**src/sv/fraction_arithmetic_reduce_unit_assert.svh**
```systemverilog
// assertion macros for the fraction unit
`ifndef FRACTION_ARITHMETIC_REDUCE_UNIT_ASSERT_SVH
`define FRACTION_ARITHMETIC_REDUCE_UNIT_ASSERT_SVH

// implication checked every cycle outside reset
`define FAR_ASSERT_IMPL(label, ante, cons, msg) \
  label: assert property (@(posedge clk) disable iff (rst) (ante) |-> (cons)) else $error(msg);

// implication whose consequent is checked in the cycle after the antecedent
`define FAR_ASSERT_NEXT(label, ante, cons, msg) \
  label: assert property (@(posedge clk) disable iff (rst) (ante) |=> (cons)) else $error(msg);

`endif

```
**src/sv/far_pkg.sv**
```systemverilog
`default_nettype none
package far_pkg;
  localparam int unsigned InWidth = 16;
  localparam int unsigned ResWidth = 32;

  typedef enum logic [1:0] {
    CMD_MUL = 2'd0,
    CMD_DIV = 2'd1,
    CMD_ADD = 2'd2,
    CMD_SUB = 2'd3
  } cmd_t;

  typedef enum logic [1:0] {
    ST_OK = 2'd0,
    ST_ZERO_DEN = 2'd1,
    ST_DIV_ZERO = 2'd2
  } status_t;

  typedef struct packed {
    logic [1:0]                command;
    logic signed [InWidth-1:0] num_a;
    logic signed [InWidth-1:0] den_a;
    logic signed [InWidth-1:0] num_b;
    logic signed [InWidth-1:0] den_b;
  } in_beat_t;

  typedef struct packed {
    logic signed [ResWidth-1:0] res_num;
    logic signed [ResWidth-1:0] res_den;
    logic [1:0] status;
  } out_beat_t;

  // datapath operations driven by the controller
  typedef enum logic [3:0] {
    OP_NONE,
    OP_LOAD,
    OP_MUL,
    OP_GCD_INIT,
    OP_GCD_STEP,
    OP_DIV_INIT,
    OP_DIV_STEP,
    OP_SCALE_SET,
    OP_COMBINE,
    OP_RED_SET,
    OP_RED_NUM,
    OP_RED_DEN
  } dp_op_t;

  typedef struct packed {
    dp_op_t op;
    logic   div_sel;   // which quotient slot receives the divider result
  } dp_cmd_t;

  typedef struct packed {
    logic gcd_done;
    logic div_done;
    logic zero_den;
    logic div_zero;
    logic is_addsub;
    logic res_zero;
    logic g_one;
  } dp_stat_t;

  typedef enum logic [3:0] {
    S_IDLE,
    S_LOAD,
    S_MUL,
    S_GCD1_INIT,
    S_GCD1,
    S_DIV1_INIT,
    S_DIV1,
    S_DIV2_INIT,
    S_DIV2,
    S_SCALE,
    S_COMBINE,
    S_RED_CHECK,
    S_GCD2,
    S_RED_NUM,
    S_RED_DEN,
    S_DONE
  } state_t;
endpackage
`default_nettype wire

```
**src/sv/far_ctrl.sv**
```systemverilog
`default_nettype none
module far_ctrl
  import far_pkg::*;
(
  input  wire logic     clk,
  input  wire logic     rst,
  input  wire logic     in_valid,
  output logic          in_stall,
  output logic          out_valid,
  input  wire logic     out_stall,
  input  wire dp_stat_t stat,
  output dp_cmd_t       cmd,
  output logic [1:0]    status,
  output logic          out_load
);
  state_t state, state_next;
  logic [1:0] status_next;
  logic out_valid_next;

  always_ff @(posedge clk) begin
    if (rst) begin
      state <= S_IDLE;
      out_valid <= 1'b0;
      status <= ST_OK;
    end else begin
      state <= state_next;
      out_valid <= out_valid_next;
      status <= status_next;
    end
  end

  always_comb begin
    state_next = state;
    status_next = status;
    out_valid_next = out_valid && out_stall;
    out_load = 1'b0;
    cmd.op = OP_NONE;
    cmd.div_sel = 1'b0;
    in_stall = 1'b1;
    case (state)
      S_IDLE: begin
        in_stall = 1'b0;
        if (in_valid) begin
          cmd.op = OP_LOAD;
          state_next = S_LOAD;
        end
      end
      S_LOAD: begin
        if (stat.zero_den) begin
          status_next = ST_ZERO_DEN;
          state_next = S_DONE;
        end else if (stat.div_zero) begin
          status_next = ST_DIV_ZERO;
          state_next = S_DONE;
        end else if (stat.is_addsub) begin
          cmd.op = OP_GCD_INIT;
          status_next = ST_OK;
          state_next = S_GCD1;
        end else begin
          cmd.op = OP_MUL;
          status_next = ST_OK;
          state_next = S_RED_CHECK;
        end
      end
      S_GCD1: begin
        if (stat.gcd_done) begin
          cmd.op = OP_DIV_INIT;
          cmd.div_sel = 1'b0;
          state_next = S_DIV1;
        end else begin
          cmd.op = OP_GCD_STEP;
        end
      end
      S_DIV1: begin
        cmd.op = OP_DIV_STEP;
        cmd.div_sel = 1'b0;
        if (stat.div_done) state_next = S_DIV2_INIT;
      end
      S_DIV2_INIT: begin
        cmd.op = OP_DIV_INIT;
        cmd.div_sel = 1'b1;
        state_next = S_DIV2;
      end
      S_DIV2: begin
        cmd.op = OP_DIV_STEP;
        cmd.div_sel = 1'b1;
        if (stat.div_done) state_next = S_SCALE;
      end
      S_SCALE: begin
        cmd.op = OP_SCALE_SET;
        state_next = S_COMBINE;
      end
      S_COMBINE: begin
        cmd.op = OP_COMBINE;
        state_next = S_RED_CHECK;
      end
      S_RED_CHECK: begin
        cmd.op = OP_RED_SET;
        state_next = S_GCD2;
      end
      S_GCD2: begin
        if (stat.res_zero) begin
          state_next = S_DONE;
        end else if (stat.gcd_done) begin
          if (stat.g_one) begin
            state_next = S_DONE;
          end else begin
            cmd.op = OP_RED_NUM;
            state_next = S_RED_NUM;
          end
        end else begin
          cmd.op = OP_GCD_STEP;
        end
      end
      S_RED_NUM: begin
        cmd.op = OP_DIV_STEP;
        cmd.div_sel = 1'b0;
        if (stat.div_done) state_next = S_DIV1_INIT;
      end
      S_DIV1_INIT: begin
        cmd.op = OP_RED_DEN;
        state_next = S_RED_DEN;
      end
      S_RED_DEN: begin
        cmd.op = OP_DIV_STEP;
        cmd.div_sel = 1'b1;
        if (stat.div_done) state_next = S_DONE;
      end
      S_DONE: begin
        if (!out_valid || !out_stall) begin
          out_valid_next = 1'b1;
          out_load = 1'b1;
          state_next = S_IDLE;
        end
      end
      default: state_next = S_IDLE;
    endcase
  end
endmodule
`default_nettype wire

```
**config.mk**
```make
export PLATFORM = sky130hd
export DESIGN_NAME = far_ctrl
export DESIGN_NICKNAME = d
export VERILOG_FILES = /design/src/sv/fraction_arithmetic_reduce_unit_assert.svh /design/src/sv/far_pkg.sv /design/src/sv/far_ctrl.sv
export SDC_FILE = /design/constraint.sdc
export NUM_CORES = 1
export LEC_CHECK = 0
export BUFFER_PORTS_ARGS = -buffer_cell sky130_fd_sc_hd__buf_4
export CAP_MARGIN = 0
export CELL_PAD_IN_SITES_DETAIL_PLACEMENT = 0
export CELL_PAD_IN_SITES_GLOBAL_PLACEMENT = 1
export CORE_MARGIN = 4
export CORE_UTILIZATION = 31
export CTS_CLUSTER_DIAMETER = 200
export DETAILED_ROUTE_END_ITERATION = 12
export GPL_TIMING_DRIVEN = 0
export MAX_ROUTING_LAYER = met4
export PLACE_DENSITY_LB_ADDON = 0.1
export SLEW_MARGIN = 20
export SYNTH_ARGS = -nofsm -noshare
export SYNTH_HDL_FRONTEND = slang
export SYNTH_SLANG_ARGS = --single-unit
```
**constraint.sdc**
```tcl
create_clock -name clk -period 1.7 [get_ports clk]
set_clock_uncertainty 0.15 [all_clocks]
set_input_delay 0.34 -clock clk [delete_from_list [all_inputs] [get_ports clk]]
set_output_delay 0.34 -clock clk [all_outputs]
set_load 0.02 [all_outputs]
```
# Yosys cells after proc, flatten, opt, wreduce, memory -nomap -nowiden
# Index checks and enable logic that the tools add are counted.
[word_totals]
inputBits = 11
ff_bits = 7
elab_cells = 63
mem_count = 0
mem_bits_rw = 0
out_inout_bits = 10
latchBits = 0
rom_bits = 0
[op_classes]
reduce_logical = 8
mux = 31
n_div = 0
add_sub_neg = 0
mul = 0
shift = 0
order_cmp = 0
eq_ne = 21
bitwise_logic = 0
[ops]
columns = ["op", "n"]
rows = [
  ["$mux 4", 15],
  ["$pmux 4 s14", 1],
  ["$pmux 4 s10", 1],
  ["$eq 4x4->1 const B", 8],
  ["$eq 4x3->1 const B", 4],
  ["$ne 2x2->1 const B", 7],
  ["$mux 2", 5],
  ["$mux 1", 9],
  ["$reduce_and 8->1", 1],
  ["$eq 4x1->1 const B", 1],
  ["$logic_not 4->1", 1],
  ["$reduce_or 4->1", 1],
  ["$ne 3x3->1 const B", 1],
  ["$reduce_or 3->1", 1],
  ["$logic_not 1->1", 2],
  ["$logic_and 1x1->1", 1],
  ["$logic_or 1x1->1", 1],
]

# Depth between registers and ports, before layout
[logic_depth]
word_depth = 4
mapped_depth = 6
ltp_nobuf = 5

# Worst setup path after synthesis
# OpenSTA, ideal clock, no wires.
[synth_path]
path_kind = "reg2out"
startpoint = "register state[0]"
endpoint = "output cmd[0] in the netlist's numbering"
required_ns = 1.210
path_stages_with_launch = 5
path_buffers = 2
t_arrival_ns = 1.522
path_slack_ns = -0.312
path_cell_list = "dfxtp_1 -> clkbuf_1 -> clkbuf_1 -> nand2_1 -> o32ai_1"
[synth_rtl]
columns = ["item", "line", "rtl"]
rows = [
  ["start, declared", "far_ctrl.sv:16", "state_t state, state_next;"],
  ["start signal, assigned", "far_ctrl.sv:26", "state <= state_next;"],
  ["end, declared", "far_ctrl.sv:12", "output dp_cmd_t cmd,"],
]

# Final worst setup path
[layout_path]
startpoint = "register state[1]"
endpoint = "register state[3]"
[layout_via]
elab_chain_len = 3
word_cells_on_any_way = 24
cone_classes = "eq/ne: 21; mux: 1; reduce/logical: 2"
[layout_rtl]
columns = ["item", "line", "rtl"]
rows = [
  ["$eq 4x4->1, or another cell as far along", "far_ctrl.sv:40", "case (state)"],
  ["$ne 3x3->1 (no line) or $ne 2x2->1 (tied branches)", "--", ""],
  ["$reduce_and 8->1 (no line)", "--", ""],
]
# Several ways; a longest one is shown, not always the timed one.
# A chain may end at the register's enable or synchronous reset.

==> impl_metrics.csv <==
group,metric,value,unit
final_layout,fillCellCount,180,
sta,post-route-period-util,118.6,%
sta,layout_setup_ws,-316.1,ps
die,floorplan.die.height,54.99,um
synth,yosys_warnings,0,
routing,postRouteAntennaNets,0,
synth,synth.top_cell.area_share,20.48,%
sta,final_hold_viol_count,0,
outcome,status,"finished, violations left",
placed_design,pre_cts_slack,-282.9,ps
clocking,number_of_levels_the_h_tree_was_split_into,1,
routing,drt_pre_antenna_iters,5,
final_layout,area.sequential,145.1,sq um
setup_path,cp_startpoint_kind,"flip-flop",
final_layout,multi_input_comb_area,649.4,sq um
setup_path,timing.critical_path.required,1740,ps
power_and_ir_drop,max-vdd-ir-drop,1.061,mV
sta,slew_worst_pin,330.1,ps
final_layout,syn_to_final_growth,98.54,%
synth,synthTopCellsByArea,"sky130_fd_sc_hd__dfxtp_1 20%, sky130_fd_sc_hd__a21oi_1 6.6%, sky130_fd_sc_hd__nand2_1 5.5%",
final_layout,finalNonFillerCells,168,
routing,detailroute.via_count,940,
placed_design,count_of_placed_standard_cells_including_taps,142,
sta,max_freq,496.0,MHz
worst_hold_path,hold_path_end,"status[1]",
die,placement_rows,16,
grt,gr-total-overflow,0,
routing,post_drt_wl_per_cell,16.19,um
synth,async_reset_ff_share,0,%
clocking,holdBufCountCts,0,
sta,setup_viol,11,
grt,grt_pass1_vias,874,
setup_path,worst_r2r_endpoint,"state[3]",
sta,slew_headroom,77.79,%
setup_path,path_max_fanout,4,
placed_design,placedInstanceArea,917.1,sq um
final_layout,drive_gt1_share,58.87,%
routing,totalWireLength,2.720,mm
setup_path,worst_ep_arrival_time,2050,ps
grt,track_usage,19.33,%
setup_path,timing.reg2reg.setup_slack,-320,ps
setup_path,worstReg2RegStart,"state[1]",
die,die_area,3023,sq um
power_and_ir_drop,power.share.clock,5.7,%
power_and_ir_drop,power_per_cell_area,2000,nW/um^2
placed_design,number_of_buffers_inserted_by_port_buffering,20,
sta,rsz0062_at_grt,"true",
power_and_ir_drop,total_power,2.717,mW
grt,globalRoute.busiestLayer,"met2",
sta,final_max_slew_viol_count,0,
outcome,violations_in_the_final_reports,"negative setup slack",
grt,global_route.usage.met1,23.19,%
power_and_ir_drop,netSwitchingFraction,43.58,%
clocking,cts.clk_slew.worst_paths,60,ps
power_and_ir_drop,power_report.internal_total,1.533,mW
synth,post_synthesis_sequential_area_ratio,20.48,%
synth,syn-instance-count,95,
grt,grt_first_pass_wirelength,3.988,mm
synth,ys_seq_elements,7,
setup_path,worst-r2r-cell-count,6,
power_and_ir_drop,logic_pwr_share,83.8,%
clocking,clock_latency,260,ps
power_and_ir_drop,p_switching,1.184,mW
clocking,cts-buffers-inserted,3,
placed_design,gp_routability_congestion,0.8634,
power_and_ir_drop,power.leakage,0.5570,nW
power_and_ir_drop,share_seq_of_total_power,10.5,%
synth,synthesis.area_per_instance,7.204,sq um
grt,global_route.usage.met3,3.217,%
synth,synth-edff-count,0,
flow_run,cap_violations,0,
routing,drt_first_iter_violations,14,
die,ioPinCount,21,
placed_design,dp_hpwl,1.560,mm
worst_hold_path,min_path_cells,2,
die,initial_utilization,33.85,%
grt,gr-usage-met2,32.87,%
final_layout,layout.cell_area.non_filler,1359,sq um
final_layout,number_of_diodes,0,
setup_path,critical_path_class,"flip-flop to flip-flop",
routing,via_density,5.595,
synth,netlist_area,684.4,sq um
setup_path,end_kind,"flip-flop",
clocking,cts_sink_cnt,7,
routing,drc,0,
synth,synth_top_flop_cell,"sky130_fd_sc_hd__dfxtp_1",
worst_hold_path,hold_start,"rst",
grt,antenna_violations_before_repair,0,
die,core-area,2022,sq um
die,dieWidth,54.99,um
sta,period_minus_slack,2016,ps
clocking,clock_tree_from_tritoncts,"built",
synth,synth_area_leader_cell,"sky130_fd_sc_hd__dfxtp_1",
clocking,master_cell_of_the_clock_root_buffer,"sky130_fd_sc_hd__clkbuf_4",
final_layout,finalNetCount,153,
synth,net_count_of_the_mapped_netlist,106,
grt,grt_max_degree,11,
synth,synthDistinctLibCells,44,
worst_hold_path,min_path_type,"input port to flip-flop",
clocking,clk_path_buf_depth,2,
## per-layer routing
layer / routed length [um] / vias up
met5: 0 / -
met4: 34 / 0
met3: 82 / 8
met2: 1366 / 24
met1: 1237 / 458
li1: - / 450
## synthesized netlist by cell type (2+ instances only)
cell                       count
sky130_fd_sc_hd__a21o_1        2
sky130_fd_sc_hd__a21oi_1       9
sky130_fd_sc_hd__and2_1        2
sky130_fd_sc_hd__clkbuf_1      5
sky130_fd_sc_hd__dfxtp_1       7
sky130_fd_sc_hd__inv_1         2
sky130_fd_sc_hd__nand2_1      10
sky130_fd_sc_hd__nand2b_1      3
sky130_fd_sc_hd__nand3_1       4
sky130_fd_sc_hd__nand3b_1      2
sky130_fd_sc_hd__nor2_1        5
sky130_fd_sc_hd__nor3_1        4
sky130_fd_sc_hd__o21ai_0       7
sky130_fd_sc_hd__o31ai_1       2
sky130_fd_sc_hd__or3_1         2
## power by group through the flow
stage / clock (mW) / combinational (mW) / sequential [mW]
5_1_grt: 0.167 / 2.42 / 0.293
2_1_floorplan: 0 / 1.02 / 0.269
3_5_place_dp: 0 / 1.40 / 0.265
4_1_cts: 0.155 / 1.96 / 0.273
6_report: 0.154 / 2.28 / 0.286
3_3_place_gp: 0 / 1.39 / 0.265
## cells in the final DEF, fill, tap and decap left out, drive strengths merged, types with 2 or more instances in the layout
cell type / instances
nand3: 4
inv: 2
a31o: 2
o31ai: 2
nand2: 10
a21o: 2
and2: 2
nor3: 4
nand2b: 3
o21ai: 7
nand3b: 2
a21oi: 9
or2: 2
buf: 47
dfxtp: 7
clkbuf: 7
nor2: 5
or3: 2
## kinds of logic after synthesis
kind of cell / after synthesis / share of synthesized area [%]
xor+xnor: 2 / 2.560
buf+inv: 10 / 6.764
mux: 2 / 3.108
compound gates: 32 / 34.00
flops: 7 / 20.47
simple gates: 42 / 33.09
## critical path, stage by stage (launching register included)
cell	delay, ps
sky130_fd_sc_hd__dfxtp_2	330
sky130_fd_sc_hd__or2_4	250
sky130_fd_sc_hd__or4_4	490
sky130_fd_sc_hd__buf_4	170
sky130_fd_sc_hd__a41oi_4	220
sky130_fd_sc_hd__and2_1	170
sky130_fd_sc_hd__o221a_1	170
## sequential cells by signal, summed over array words and instances (netlist names)
name	count
state	4
status	2
out_valid	1
## how the worst max path moves through the flow
stage                  start       end  slack (ps)  cells past startpoint
floorplan           state[1]  state[2]        -120                      6
detailed placement  state[0]    cmd[0]        -280                      5
global route        state[1]  state[3]        -360                      6
global placement    state[0]    cmd[0]        -260                      5
CTS                 state[1]    cmd[3]        -400                      4
finish              state[1]  state[3]        -320                      6
## repair_timing
item                       in CTS  in global routing
pin swaps                       7                  8
setup endpoints to repair      11                 12
resized for setup              39                 22
cloned                          0                  0
buffers inserted               18                  4
## final cells by class
class / count / area share, %
buffer: 8 / 10.31
inverter: 2 / 0.5525
tap: 27 / 2.486
multi-input combinational: 78 / 47.79
timing repair buffer: 42 / 26.24
clock buffer: 4 / 1.934
sequential: 7 / 10.68
## through the flow
step / hold slack (ps) / setup TNS [ps] / utilization [%]
2_1_floorplan: 259.1 / -435.8 / -
3_3_place_gp: 306.2 / -1807 / 45.36
3_5_place_dp: 315.2 / -1909 / 45.36
4_1_cts: 166.0 / -2512 / 61.32
5_1_grt: 161.1 / -2948 / 67.20
6_report: 169.2 / -2364 / 67.20
Note: power is estimated with default switching activity, not from simulation.
